### src/hdl/qhb_pkg.sv
// Shared types and constants for the quad H-bridge motor command block.
// No dependencies; every other file refers to it by scoped names.
package qhb_pkg;

   // field widths
   localparam int PCT_IN_W   = 16;
   localparam int PCT_W      = 8;
   localparam int MAG_W      = 7;
   localparam int PERIOD_W   = 32;
   localparam int INVERT_W   = 4;
   localparam int MOTOR_W    = 2;
   localparam int MOTOR_COUNT = 4;

   // shared multiplier and the divide-by-100 steps built on it
   localparam int MUL_W      = 32;
   localparam int PROD_W     = 2 * MUL_W;
   localparam int REM_W      = 7;
   localparam int PART_W     = 14;
   localparam logic [MUL_W-1:0] PCT_SCALE   = 32'd100;
   // floor(x / 100) = (x * RECIP_100) >> RECIP_SHIFT for any 32-bit x
   localparam logic [MUL_W-1:0] RECIP_100   = 32'h51EB_851F;
   localparam int               RECIP_SHIFT = 37;
   // floor(y / 100) = (y * PART_RECIP) >> PART_SHIFT for y below 10000
   localparam logic [MUL_W-1:0] PART_RECIP  = 32'd5243;
   localparam int               PART_SHIFT  = 19;

   // saturation limits
   localparam logic signed [PCT_IN_W-1:0] PCT_MAX_IN = 16'sd100;
   localparam logic signed [PCT_IN_W-1:0] PCT_MIN_IN = -16'sd100;
   localparam logic signed [PCT_W-1:0]    PCT_MAX    = 8'sd100;
   localparam logic signed [PCT_W-1:0]    PCT_MIN    = -8'sd100;

   // register file
   localparam int CSR_DATA_W = 32;
   localparam int CSR_ADDR_W = 3;
   localparam logic [PERIOD_W-1:0] PERIOD_RESET = 32'd50000;
   localparam logic [INVERT_W-1:0] INVERT_RESET = 4'd0;

   typedef enum logic {
      CSR_PERIOD = 1'b0,
      CSR_INVERT = 1'b1
   } csr_index_type;

   typedef enum logic {
      CMD_SET  = 1'b0,
      CMD_STOP = 1'b1
   } command_type;

   typedef enum logic [2:0] {
      ST_IDLE,
      ST_RECIP,
      ST_REM,
      ST_WHOLE,
      ST_PART,
      ST_FRAC,
      ST_OUT
   } state_type;

endpackage

### src/hdl/qhb_req_if.sv
// Request channel: command and signed left/right percentages.
// Depends on qhb_pkg for field widths.
interface qhb_req_if;
   logic                                valid;
   logic                                ready;
   logic                                command;
   logic signed [qhb_pkg::PCT_IN_W-1:0] left_speed;
   logic signed [qhb_pkg::PCT_IN_W-1:0] right_speed;

   modport source (output valid, command, left_speed, right_speed, input ready);
   modport sink   (input valid, command, left_speed, right_speed, output ready);
endinterface

### src/hdl/qhb_rsp_if.sv
// Result channel: one update per motor.
// Depends on qhb_pkg for field widths.
interface qhb_rsp_if;
   logic                                valid;
   logic                                ready;
   logic [qhb_pkg::MOTOR_W-1:0]         motor_index;
   logic                                pin_a;
   logic                                pin_b;
   logic [qhb_pkg::PERIOD_W-1:0]        pulse_width_ns;
   logic                                reversal_hold;
   logic signed [qhb_pkg::PCT_W-1:0]    applied_pct;
   logic                                last;

   modport source (output valid, motor_index, pin_a, pin_b, pulse_width_ns,
                   reversal_hold, applied_pct, last, input ready);
   modport sink   (input valid, motor_index, pin_a, pin_b, pulse_width_ns,
                   reversal_hold, applied_pct, last, output ready);
endinterface

### src/hdl/quad_hbridge_motor_command.sv
// Four-channel H-bridge direction and PWM command block.
// Depends on qhb_pkg, qhb_req_if and qhb_rsp_if.
//
// Usage:
//   req_chan takes one request: set (left/right percent) or stop all.
//   Percentages are clamped to -100..100; motors 0,1 follow left, 2,3 right.
//   rsp_chan gives four results, motors 0..3 in order, last set on motor 3.
//   Each result: direction pins (invert_mask swaps them, zero coasts),
//   pulse width = period * |pct| / 100, and a reversal flag when the sign
//   flipped directly from the motor's previous applied percent.
// Sequence:
//   One shared 32x32 multiplier under the sequencer. Per request, states
//   RECIP and REM split the period into period/100 (reciprocal multiply)
//   and period%100; per motor, states WHOLE, PART and FRAC build the sum
//   quotient*|pct| + remainder*|pct|/100, then OUT offers the result.
//   No new request is taken until the last result is taken, since
//   req_chan.ready is high only while idle.
// Stall: a result waits in its output register as long as rsp ready is low.
// Reset: stored percents clear to zero, period 50000 ns, invert mask 0.
// Registers (APB, 32-bit): 0x0 pwm_period_ns, 0x4 invert_mask.
module quad_hbridge_motor_command (
   input  logic                              clock,
   input  logic                              reset,
   qhb_req_if.sink                           req_chan,
   qhb_rsp_if.source                         rsp_chan,
   input  logic                              psel,
   input  logic                              penable,
   input  logic                              pwrite,
   input  logic [qhb_pkg::CSR_ADDR_W-1:0]    paddr,
   input  logic [qhb_pkg::CSR_DATA_W-1:0]    pwdata,
   output logic [qhb_pkg::CSR_DATA_W-1:0]    prdata,
   output logic                              pready
);

   localparam logic [qhb_pkg::MOTOR_W-1:0] MOTOR_LAST =
      qhb_pkg::MOTOR_W'(qhb_pkg::MOTOR_COUNT - 1);

   // configuration registers
   logic [qhb_pkg::PERIOD_W-1:0] pwm_period_ff;
   logic [qhb_pkg::INVERT_W-1:0] invert_mask_ff;
   logic                         csr_write;
   qhb_pkg::csr_index_type       csr_sel;

   // sequencer and datapath
   qhb_pkg::state_type                state_ff, state_in;
   logic [qhb_pkg::MOTOR_W-1:0]       motor_ff, motor_in;
   logic                              stop_ff, stop_in;
   logic signed [qhb_pkg::PCT_W-1:0]  left_ff, left_in;
   logic signed [qhb_pkg::PCT_W-1:0]  right_ff, right_in;
   logic signed [qhb_pkg::PCT_W-1:0]  last_pct_ff [qhb_pkg::MOTOR_COUNT];
   logic signed [qhb_pkg::PCT_W-1:0]  applied_ff, applied_in;
   logic                              pin_a_ff, pin_a_in;
   logic                              pin_b_ff, pin_b_in;
   logic                              rev_ff, rev_in;
   logic [qhb_pkg::PERIOD_W-1:0]      quo_ff, quo_in;
   logic [qhb_pkg::REM_W-1:0]         rem_ff, rem_in;
   logic [qhb_pkg::PART_W-1:0]        part_ff, part_in;
   logic [qhb_pkg::PERIOD_W-1:0]      work_ff, work_in;
   logic                              pct_write;

   // shared multiplier
   logic [qhb_pkg::MUL_W-1:0]         mul_a;
   logic [qhb_pkg::MUL_W-1:0]         mul_b;
   logic [qhb_pkg::PROD_W-1:0]        mul_p;

   // per-motor combinational terms
   logic signed [qhb_pkg::PCT_W-1:0]  new_pct;
   logic signed [qhb_pkg::PCT_W-1:0]  old_pct;
   logic signed [qhb_pkg::PCT_W-1:0]  neg_pct;
   logic [qhb_pkg::MAG_W-1:0]         mag;
   logic                              fwd;

   // saturate a 16-bit signed percent to -100..100
   function automatic logic signed [qhb_pkg::PCT_W-1:0] sat_pct(
      input logic signed [qhb_pkg::PCT_IN_W-1:0] p);
      logic signed [qhb_pkg::PCT_W-1:0] r;
      if (p > qhb_pkg::PCT_MAX_IN) begin
         r = qhb_pkg::PCT_MAX;
      end else if (p < qhb_pkg::PCT_MIN_IN) begin
         r = qhb_pkg::PCT_MIN;
      end else begin
         r = p[qhb_pkg::PCT_W-1:0];
      end
      return r;
   endfunction

   // APB register file, decoded on the word address
   assign pready    = 1'b1;
   assign csr_write = psel & penable & pwrite;
   assign csr_sel   = qhb_pkg::csr_index_type'(paddr[2]);

   always_ff @(posedge clock) begin
      if (reset) begin
         pwm_period_ff  <= qhb_pkg::PERIOD_RESET;
         invert_mask_ff <= qhb_pkg::INVERT_RESET;
      end else if (csr_write) begin
         unique case (csr_sel)
            qhb_pkg::CSR_PERIOD: pwm_period_ff  <= pwdata;
            qhb_pkg::CSR_INVERT: invert_mask_ff <= pwdata[qhb_pkg::INVERT_W-1:0];
            default: ;
         endcase
      end
   end

   always_comb begin
      unique case (csr_sel)
         qhb_pkg::CSR_PERIOD: prdata = pwm_period_ff;
         qhb_pkg::CSR_INVERT: prdata = {{(qhb_pkg::CSR_DATA_W-qhb_pkg::INVERT_W){1'b0}},
                                        invert_mask_ff};
         default:             prdata = '0;
      endcase
   end

   // percent, direction and magnitude for the current motor
   always_comb begin
      if (stop_ff) begin
         new_pct = '0;
      end else if (motor_ff[1]) begin
         new_pct = right_ff;
      end else begin
         new_pct = left_ff;
      end
      old_pct = last_pct_ff[motor_ff];
      neg_pct = -new_pct;
      mag     = new_pct[qhb_pkg::PCT_W-1] ? neg_pct[qhb_pkg::MAG_W-1:0]
                                          : new_pct[qhb_pkg::MAG_W-1:0];
      fwd     = (new_pct > 0) ^ invert_mask_ff[motor_ff];
   end

   // operand select for the shared multiplier
   always_comb begin
      mul_a = '0;
      mul_b = '0;
      unique case (state_ff)
         qhb_pkg::ST_RECIP: begin
            mul_a = pwm_period_ff;
            mul_b = qhb_pkg::RECIP_100;
         end
         qhb_pkg::ST_REM: begin
            mul_a = quo_ff;
            mul_b = qhb_pkg::PCT_SCALE;
         end
         qhb_pkg::ST_WHOLE: begin
            mul_a = quo_ff;
            mul_b = {{(qhb_pkg::MUL_W-qhb_pkg::MAG_W){1'b0}}, mag};
         end
         qhb_pkg::ST_PART: begin
            mul_a = {{(qhb_pkg::MUL_W-qhb_pkg::REM_W){1'b0}}, rem_ff};
            mul_b = {{(qhb_pkg::MUL_W-qhb_pkg::MAG_W){1'b0}}, mag};
         end
         qhb_pkg::ST_FRAC: begin
            mul_a = {{(qhb_pkg::MUL_W-qhb_pkg::PART_W){1'b0}}, part_ff};
            mul_b = qhb_pkg::PART_RECIP;
         end
         default: ;
      endcase
   end

   assign mul_p = {{qhb_pkg::MUL_W{1'b0}}, mul_a} * {{qhb_pkg::MUL_W{1'b0}}, mul_b};

   // sequencer: next state and datapath next values
   always_comb begin
      state_in   = state_ff;
      motor_in   = motor_ff;
      stop_in    = stop_ff;
      left_in    = left_ff;
      right_in   = right_ff;
      applied_in = applied_ff;
      pin_a_in   = pin_a_ff;
      pin_b_in   = pin_b_ff;
      rev_in     = rev_ff;
      quo_in     = quo_ff;
      rem_in     = rem_ff;
      part_in    = part_ff;
      work_in    = work_ff;
      pct_write  = 1'b0;
      req_chan.ready = 1'b0;
      rsp_chan.valid = 1'b0;

      unique case (state_ff)
         qhb_pkg::ST_IDLE: begin
            req_chan.ready = 1'b1;
            if (req_chan.valid) begin
               stop_in  = (req_chan.command == qhb_pkg::CMD_STOP);
               left_in  = sat_pct(req_chan.left_speed);
               right_in = sat_pct(req_chan.right_speed);
               motor_in = '0;
               state_in = qhb_pkg::ST_RECIP;
            end
         end
         qhb_pkg::ST_RECIP: begin
            // period / 100 by reciprocal multiply
            quo_in   = {{(qhb_pkg::PERIOD_W+qhb_pkg::RECIP_SHIFT-qhb_pkg::PROD_W){1'b0}},
                        mul_p[qhb_pkg::PROD_W-1:qhb_pkg::RECIP_SHIFT]};
            state_in = qhb_pkg::ST_REM;
         end
         qhb_pkg::ST_REM: begin
            // remainder is below 100, so the low bits suffice
            rem_in   = pwm_period_ff[qhb_pkg::REM_W-1:0] - mul_p[qhb_pkg::REM_W-1:0];
            state_in = qhb_pkg::ST_WHOLE;
         end
         qhb_pkg::ST_WHOLE: begin
            // quotient part, pins and reversal flag; store the new percent
            work_in    = mul_p[qhb_pkg::PERIOD_W-1:0];
            applied_in = new_pct;
            pin_a_in   = (new_pct != 0) & fwd;
            pin_b_in   = (new_pct != 0) & ~fwd;
            rev_in     = ((old_pct > 0) && (new_pct < 0)) ||
                         ((old_pct < 0) && (new_pct > 0));
            pct_write  = 1'b1;
            state_in   = qhb_pkg::ST_PART;
         end
         qhb_pkg::ST_PART: begin
            part_in  = mul_p[qhb_pkg::PART_W-1:0];
            state_in = qhb_pkg::ST_FRAC;
         end
         qhb_pkg::ST_FRAC: begin
            // remainder * |pct| / 100 is at most 99
            work_in  = work_ff + {{(qhb_pkg::PERIOD_W-qhb_pkg::REM_W){1'b0}},
                                  mul_p[qhb_pkg::PART_SHIFT +: qhb_pkg::REM_W]};
            state_in = qhb_pkg::ST_OUT;
         end
         qhb_pkg::ST_OUT: begin
            rsp_chan.valid = 1'b1;
            if (rsp_chan.ready) begin
               if (motor_ff == MOTOR_LAST) begin
                  state_in = qhb_pkg::ST_IDLE;
               end else begin
                  motor_in = motor_ff + 1'b1;
                  state_in = qhb_pkg::ST_WHOLE;
               end
            end
         end
         default: state_in = qhb_pkg::ST_IDLE;
      endcase
   end

   // control state
   always_ff @(posedge clock) begin
      if (reset) begin
         state_ff <= qhb_pkg::ST_IDLE;
         motor_ff <= '0;
      end else begin
         state_ff <= state_in;
         motor_ff <= motor_in;
      end
   end

   // stored percent per motor
   always_ff @(posedge clock) begin
      if (reset) begin
         for (int i = 0; i < qhb_pkg::MOTOR_COUNT; i++) begin
            last_pct_ff[i] <= '0;
         end
      end else if (pct_write) begin
         last_pct_ff[motor_ff] <= new_pct;
      end
   end

   // payload registers
   always_ff @(posedge clock) begin
      stop_ff    <= stop_in;
      left_ff    <= left_in;
      right_ff   <= right_in;
      applied_ff <= applied_in;
      pin_a_ff   <= pin_a_in;
      pin_b_ff   <= pin_b_in;
      rev_ff     <= rev_in;
      quo_ff     <= quo_in;
      rem_ff     <= rem_in;
      part_ff    <= part_in;
      work_ff    <= work_in;
   end

   // result fields
   assign rsp_chan.motor_index    = motor_ff;
   assign rsp_chan.pin_a          = pin_a_ff;
   assign rsp_chan.pin_b          = pin_b_ff;
   assign rsp_chan.pulse_width_ns = work_ff;
   assign rsp_chan.reversal_hold  = rev_ff;
   assign rsp_chan.applied_pct    = applied_ff;
   assign rsp_chan.last           = (motor_ff == MOTOR_LAST);

endmodule

### src/flat_wrapper.sv
// flat-port wrapper written by rule: the top's interface ports become plain ports
module quad_hbridge_motor_command_flat 
  (clock, reset, psel, penable, pwrite, paddr, pwdata, prdata, pready, req_chan_valid, req_chan_command, req_chan_left_speed, req_chan_right_speed, req_chan_ready, rsp_chan_valid, rsp_chan_motor_index, rsp_chan_pin_a, rsp_chan_pin_b, rsp_chan_pulse_width_ns, rsp_chan_reversal_hold, rsp_chan_applied_pct, rsp_chan_last, rsp_chan_ready);
  qhb_req_if req_chan_i ();
  qhb_rsp_if rsp_chan_i ();
  input  logic clock;
  input  logic reset;
  input  logic psel;
  input  logic penable;
  input  logic pwrite;
  input  logic [qhb_pkg::CSR_ADDR_W-1:0] paddr;
  input  logic [qhb_pkg::CSR_DATA_W-1:0] pwdata;
  output logic [qhb_pkg::CSR_DATA_W-1:0] prdata;
  output logic pready;
  input wire logic [$bits(req_chan_i.valid)-1:0] req_chan_valid;
  input wire logic [$bits(req_chan_i.command)-1:0] req_chan_command;
  input wire logic [$bits(req_chan_i.left_speed)-1:0] req_chan_left_speed;
  input wire logic [$bits(req_chan_i.right_speed)-1:0] req_chan_right_speed;
  output wire logic [$bits(req_chan_i.ready)-1:0] req_chan_ready;
  output wire logic [$bits(rsp_chan_i.valid)-1:0] rsp_chan_valid;
  output wire logic [$bits(rsp_chan_i.motor_index)-1:0] rsp_chan_motor_index;
  output wire logic [$bits(rsp_chan_i.pin_a)-1:0] rsp_chan_pin_a;
  output wire logic [$bits(rsp_chan_i.pin_b)-1:0] rsp_chan_pin_b;
  output wire logic [$bits(rsp_chan_i.pulse_width_ns)-1:0] rsp_chan_pulse_width_ns;
  output wire logic [$bits(rsp_chan_i.reversal_hold)-1:0] rsp_chan_reversal_hold;
  output wire logic [$bits(rsp_chan_i.applied_pct)-1:0] rsp_chan_applied_pct;
  output wire logic [$bits(rsp_chan_i.last)-1:0] rsp_chan_last;
  input wire logic [$bits(rsp_chan_i.ready)-1:0] rsp_chan_ready;
  assign req_chan_i.valid = req_chan_valid;
  assign req_chan_i.command = req_chan_command;
  assign req_chan_i.left_speed = req_chan_left_speed;
  assign req_chan_i.right_speed = req_chan_right_speed;
  assign req_chan_ready = req_chan_i.ready;
  assign rsp_chan_valid = rsp_chan_i.valid;
  assign rsp_chan_motor_index = rsp_chan_i.motor_index;
  assign rsp_chan_pin_a = rsp_chan_i.pin_a;
  assign rsp_chan_pin_b = rsp_chan_i.pin_b;
  assign rsp_chan_pulse_width_ns = rsp_chan_i.pulse_width_ns;
  assign rsp_chan_reversal_hold = rsp_chan_i.reversal_hold;
  assign rsp_chan_applied_pct = rsp_chan_i.applied_pct;
  assign rsp_chan_last = rsp_chan_i.last;
  assign rsp_chan_i.ready = rsp_chan_ready;
  quad_hbridge_motor_command u_core (.clock(clock), .reset(reset), .req_chan(req_chan_i), .rsp_chan(rsp_chan_i), .psel(psel), .penable(penable), .pwrite(pwrite), .paddr(paddr), .pwdata(pwdata), .prdata(prdata), .pready(pready));
endmodule
### config.mk
export PLATFORM = sky130hd
export DESIGN_NAME = quad_hbridge_motor_command_flat
export DESIGN_NICKNAME = d
export VERILOG_FILES = /design/src/hdl/qhb_pkg.sv /design/src/hdl/qhb_req_if.sv /design/src/hdl/qhb_rsp_if.sv /design/src/hdl/quad_hbridge_motor_command.sv /design/src/flat_wrapper.sv
export SDC_FILE = /design/constraint.sdc
export NUM_CORES = 2
export LEC_CHECK = 0
export BUFFER_PORTS_ARGS = -buffer_cell sky130_fd_sc_hd__buf_4
export CAP_MARGIN = 20
export CORE_ASPECT_RATIO = 1.25
export CORE_UTILIZATION = 35
export CTS_CLUSTER_DIAMETER = 200
export DETAILED_ROUTE_END_ITERATION = 12
export GPL_ROUTABILITY_DRIVEN = 0
export PLACE_DENSITY = 0.49
export SYNTH_ARGS = -nofsm -noshare
export SYNTH_HDL_FRONTEND = slang
export SYNTH_SLANG_ARGS = --single-unit
### constraint.sdc
create_clock -name clock -period 30.8 [get_ports clock]
set_input_delay 1.54 -clock clock [delete_from_list [all_inputs] [get_ports clock]]
set_output_delay 1.54 -clock clock [all_outputs]
set_load 0.03 [all_outputs]
# After elaboration in Yosys (flattened, before gate mapping)
# Memories as Yosys holds them, arrays and structs flattened. A register that Yosys moved wholly into a read port is not among the register bits.
# Index checks and enable logic that the tools add are counted.
# Widths: inputs -> output; s select.
word_totals:
  mem_count: 1
  in_bits: 75
  word_cells: 98
  register_bits: 149
  mem_bits_rw: 32
  out_inout_bits: 81
classes:
  reduce_logical: 17
  mux: 32
  n_addsub: 4
  order_cmp: 9
  eq_ne: 10
  n_mul: 1
  bitwise: 7
memory_table:
  columns: ["name", "words", "word_bits", "rd", "rd_ports_with_merged_regs", "write_ports", "line_no", "rtl"]
  rows:
  - ["u_core.last_pct_ff", 4, 8, 1, 1, 4, "quad_hbridge_motor_command.sv:50", "logic signed [qhb_pkg::PCT_W-1:0] last_pct_ff [qhb_pkg::MOTOR_COUNT];"]
op_table:
  columns: ["cell", "count"]
  rows:
  - ["$pmux 32 s2", 2]
  - ["$pmux 32 s4", 1]
  - ["$pmux 31 s4", 1]
  - ["$mul 32x31->63", 1]
  - ["$mux 8", 5]
  - ["$add 32x7->32", 1]
  - ["$gt 16x8->1 const B", 2]
  - ["$lt 16x8->1 const B", 2]
  - ["$reduce_bool 32->1", 1]
  - ["$pmux 3 s7", 1]
  - ["$gt 8x1->1 const B", 2]
  - ["$lt 8x1->1 const B", 2]
  - ["$mux 2", 7]
  - ["$mux 1", 10]
  - ["$eq 3x3->1 const B", 3]
  - ["$reduce_and 2->1", 4]
  - ["$reduce_or 2->1", 4]
  - ["$reduce_or 8->1", 1]
  - ["$mux 7", 1]
  - ["$neg 7->7", 1]
  - ["$sub 7x7->7", 1]
  - ["$eq 3x2->1 const B", 2]
  - ["$mux 3", 2]
  - ["$ne 2x2->1 const B", 3]
  - ["other kinds (14)", 20]

# Depth between registers and ports, before layout
depth:
  word_depth: 8
  depth_mapped: 46
  ltp_nobuf: 41

# Least setup slack after synthesis
# OpenSTA, ideal clock, no wires.
synth_path:
  path_type: "register to register"
  from: "register u_core.state_ff[1]"
  to: "register u_core.work_ff (netlist bit u_core.rsp_chan.pulse_width_ns[28]) (data pin)"
  period_less_slack_ns: 9.950
  n_path_buf: 1
  path_stages_with_launch: 37
  setup_slack_ns: 20.850
  arrival_time_ns: 9.684
  setup_ns: 0.266
  cell_sequence: "dfxtp_1 clkbuf_1 nor3b_1 a221o_1 nand2_1 fa_1 inv_1 ha_1 inv_1 fa_1 fa_1 inv_1 ha_1 ha_1 fa_1 inv_1 fa_1 inv_1 ha_1 and3_1 nand2_1 a31oi_4 o31ai_1 a21oi_1 o41ai_1 xnor2_1 inv_1 fa_1 nor2b_1 o21ai_1 a21boi_1 o21a_1 o21ai_1 a2111o_1 nor3b_1 xnor2_1 mux2i_1"
synth_between:
  elab_chain_len: 6
  elab_cells_between_ends: 12
  cone_classes: "1 x add/sub; 1 x mul; 5 x eq/ne; 3 x mux; 2 x reduce/logical"
synth_rtl:
  columns: ["item", "line_no", "rtl"]
  rows:
  - ["start, declared", "quad_hbridge_motor_command.sv:45", "qhb_pkg::state_type state_ff, state_in;"]
  - ["start signal, assigned", "quad_hbridge_motor_command.sv:241", "state_ff <= qhb_pkg::ST_IDLE;"]
  - ["start signal, assigned", "quad_hbridge_motor_command.sv:244", "state_ff <= state_in;"]
  - ["$eq 3x2->1, or another cell as far along", "quad_hbridge_motor_command.sv:134", "unique case (state_ff)"]
  - ["$reduce_or 2->1 (no source line)", null, null]
  - ["$pmux 32 s4 / $pmux 31 s4 (equally long branches)", "quad_hbridge_motor_command.sv:134", null]
  - ["$mul 32x31->63", "quad_hbridge_motor_command.sv:159", "assign mul_p = {{qhb_pkg::MUL_W{1'b0}}, mul_a} * {{qhb_pkg::MUL_W{1'b0}}, mul_b};"]
  - ["$add 32x7->32", "quad_hbridge_motor_command.sv:219", "work_in = work_ff + {{(qhb_pkg::PERIOD_W-qhb_pkg::REM_W){1'b0}},"]
  - ["$pmux 32 s2 (*)", "quad_hbridge_motor_command.sv:180", "unique case (state_ff)"]
  - ["net u_core.work_in (one bit)", "quad_hbridge_motor_command.sv:58", "logic [qhb_pkg::PERIOD_W-1:0] work_ff, work_in;"]
  - ["end signal, assigned", "quad_hbridge_motor_command.sv:272", "work_ff <= work_in;"]
  - ["end, declared", "quad_hbridge_motor_command.sv:58", null]
# The timed path passes the listed nets; every way through them passes the cells marked *.
# A chain may end at the register's enable or synchronous reset.

# Final worst setup path
layout_path:
  from: "register u_core.state_ff[0]"
  to: "register u_core.work_ff (netlist bit u_core.rsp_chan.pulse_width_ns[26]) (data pin)"
# The elaborated chain is that of the path after synthesis.

==> results_dict.tcl <==
set metrics [dict create \
    top_usage_layer "met2" \
    grt_max_degree 74 \
    clk_latency_ns 0.52 \
    synth.avg_cell_area_um2 9.931 \
    rows 121 \
    area_growth_pct 10.07 \
    max_freq_mhz 83.20 \
    met1_usage 0.2450 \
    worstMarginPinSlew_ns 1.142 \
    clk_pin_slew_ns 0.09 \
    holdPathStages 2 \
    cp_common_cell "inv_1" \
    design_area_um2 34130 \
    crit_end "u_core.rsp_chan.pulse_width_ns[26]$_DFFE_PP_" \
    grt_pass1_vias 23380 \
    ys_seq_area_frac 0.1624 \
    final-hold-violation-count 0 \
    io_pins 156 \
    worst_ep_required_time_ns 31.04 \
    grt_usage 0.2130 \
    cts_sinks 182 \
    maxSlewViolCount 0 \
    synth_edf_count 139 \
    via_count 21400 \
    htree_levels 4 \
    avgRoutedWirePerCell_um 20.44 \
    drive_gt1_frac 0.08576 \
    core_um2 87360 \
    rsz0062_at_grt "false" \
    max_cap_viol_count 0 \
    power_w 0.001509 \
    postSynth.asyncResetShare 0 \
    fin_ws_ns 18.78 \
    place_ws_ns 18.75 \
    fin_skew_ns 0.02140 \
    status "finished, final reports clean" \
    grt_pass1_wl_um 140700 \
    viasPerCell 4.825 \
    drtPass1Iterations 5 \
    tritoncts "yes" \
    grt_overflow 0 \
    fp.dieW_um 268.2 \
    power_density_nw_per_um2 44.21 \
    ff2ff_setup_slack_ns 18.78 \
    slowest_delay_ns 0.71 \
    start_util 0.3549 \
    clockBufferDepth 2 \
    fp.dieH_um 334.8 \
    drt-initial-drc-count 871 \
    end_kind "flop" \
    vdd_drop_max_uv 39.74 \
    p_leak_nw 17.63 \
    worstRegToRegCells 41 \
    portBuffers 152 \
    finalSetupViolations 0 \
    ctsResizeCount 0 \
    r2r-start "u_core.state_ff[0]$_SDFFE_PP0P_" \
    setup_tns_ns 0 \
    worstHoldPathType "reg2reg" \
    postCtsSetupRepairBufs 0 \
    synth_area_um2 31010 \
    dpl.hpwl_um 77390 \
    root_buffer "clkbuf_16" \
    use_met2 0.4050 \
    synth_ff_type "edfxtp_1" \
    yosys_register_bits 182 \
    hold_buffers 0 \
    start_kind "flop" \
    use_met3 0.01711 \
    cp_data_arrival_time_ns 12.26 \
    slew_headroom 0.2372 \
    cts_buffers 17 \
    drc_errors 0 \
    grt_antenna_before_repair 2 \
    wl_um 90650 \
    period_share 0.3902 \
    path_class "reg2reg" \
    ant_nets 0 \
    hold_ws_ns 0.4736 \
    die_area_um2 89790 \
    synth_cell_types 81 \
    crit_fanout 73 \
    dpl_cell_area_um2 33460 \
    reg2reg_to "u_core.rsp_chan.pulse_width_ns[26]$_DFFE_PP_" \
    ys_warn_count 0 \
    synthCells 3122 \
    fin_nets 4305 \
    min_period_ns 12.02 \
    crit_slowest_cell "dfxtp_1" \
    crit_path_start "u_core.state_ff[0]$_SDFFE_PP0P_" \
]
power by group:
part	total, W	switching (W)	internal [W]
Sequential	0.000311	0.00000978	0.000301
Clock	0.000252	0.000136	0.000117
Combinational	0.000945	0.000612	0.000333
worst min path at each step:
| stage | start | to | slack, ns |
|---|---|---|---|
| floorplan | u_core.pwm_period_ff[13]$_SDFFE_PP0P_ | u_core.pwm_period_ff[13]$_SDFFE_PP0P_ | 0.44 |
| global placement | u_core.pwm_period_ff[13]$_SDFFE_PP0P_ | u_core.pwm_period_ff[13]$_SDFFE_PP0P_ | 0.46 |
| detailed placement | u_core.pwm_period_ff[13]$_SDFFE_PP0P_ | u_core.pwm_period_ff[13]$_SDFFE_PP0P_ | 0.46 |
| CTS | u_core.pwm_period_ff[13]$_SDFFE_PP0P_ | u_core.pwm_period_ff[13]$_SDFFE_PP0P_ | 0.48 |
| global route | u_core.pwm_period_ff[13]$_SDFFE_PP0P_ | u_core.pwm_period_ff[13]$_SDFFE_PP0P_ | 0.50 |
| finish | u_core.pwm_period_ff[13]$_SDFFE_PP0P_ | u_core.pwm_period_ff[13]$_SDFFE_PP0P_ | 0.47 |
kinds of logic after synthesis:
kind of cell,synth area share
adders and majority gates,0.5201
and+or+nand+nor,0.1148
DFF,0.1624
muxes,0.007062
other,0.0002422
xor gates and xnor gates,0.02655
AOI/OAI and AO/OA,0.07235
buffers and inverters,0.09649
cell type report:
class / instances / area (um^2)
repair buffers: 172 / 1291
well taps: 1168 / 1461
flip-flops and latches: 182 / 5035
inverters: 681 / 2556
clock buffers: 17 / 425.4
diodes: 2 / 5.005
multi-input cells: 2198 / 23120
fillers: 8923 / 53230
clock inverters: 15 / 232.7
sequential cells by signal (all words and copies together), names as in the netlist, 8 cells and up, named ones only:
signal,count
u_core.quo_ff,26
u_core.rsp_chan.applied_pct,8
u_core.last_pct_ff,32
u_core.right_ff,8
u_core.rsp_chan.pulse_width_ns,32
u_core.pwm_period_ff,32
u_core.part_ff,14
u_core.left_ff,8
synthesized netlist by cell type (24+ instances only):
cell type	count	area, um^2
dfxtp_1	43	860.8
edfxtp_1	139	4174
a21o_1	58	435.4
clkbuf_1	60	225.2
fa_1	518	10370
and3_1	30	187.7
nor2b_1	39	244.0
o21ai_0	51	255.2
and2_1	62	387.9
a21oi_1	106	530.5
xnor2_1	64	560.5
nand4_1	24	150.1
xor2_1	30	262.8
ha_1	460	5756
inv_1	681	2556
nand2_1	349	1310
nor2_1	99	371.6
worst max-delay path, delay by kind of cell, from the launching register on:
family          cells  cell delay [ns]
compound gates      9             2.28
buf+inv             9             1.74
simple gates        9             2.08
fa+ha+maj          11             4.36
xor+xnor            2             0.42
mux                 1             0.09
flops               1             0.71
through the flow:
| stage | util | std cells |
|---|---|---|
| floorplan | - | 3151 |
| global placement | 0.3831 | 4401 |
| detailed placement | 0.3831 | 4401 |
| CTS | 0.3906 | 4433 |
| global route | 0.3907 | 4434 |
| finish | 0.3907 | 4435 |
per-layer routing:
metal | share of wire | routed length [um]
met1 | 0.40 | 36350
met2 | 0.55 | 49570
met3 | 0.018 | 1650
met4 | 0.034 | 3081
met5 | 0 | 0
cell usage in the layout, fill, tap and decap left out, types with 14 or more instances in the layout:
master and instances:
and2_1 62, nand2_1 349, a21o_1 58, nor3_1 16
and3_1 30, or2_2 15, inv_1 681, o21ai_0 50
mux2i_1 14, a21oi_1 106, xor2_1 30, conb_1 31
nand4_1 24, dfxtp_1 43, fa_1 518, nand2_2 20
nor4_1 17, nor2b_1 38, nand3_1 21, nand2b_1 16
edfxtp_1 139, buf_4 172, clkbuf_16 17, nor2_1 97
ha_1 460, xnor2_1 64
(Power assumes the default switching activity.)
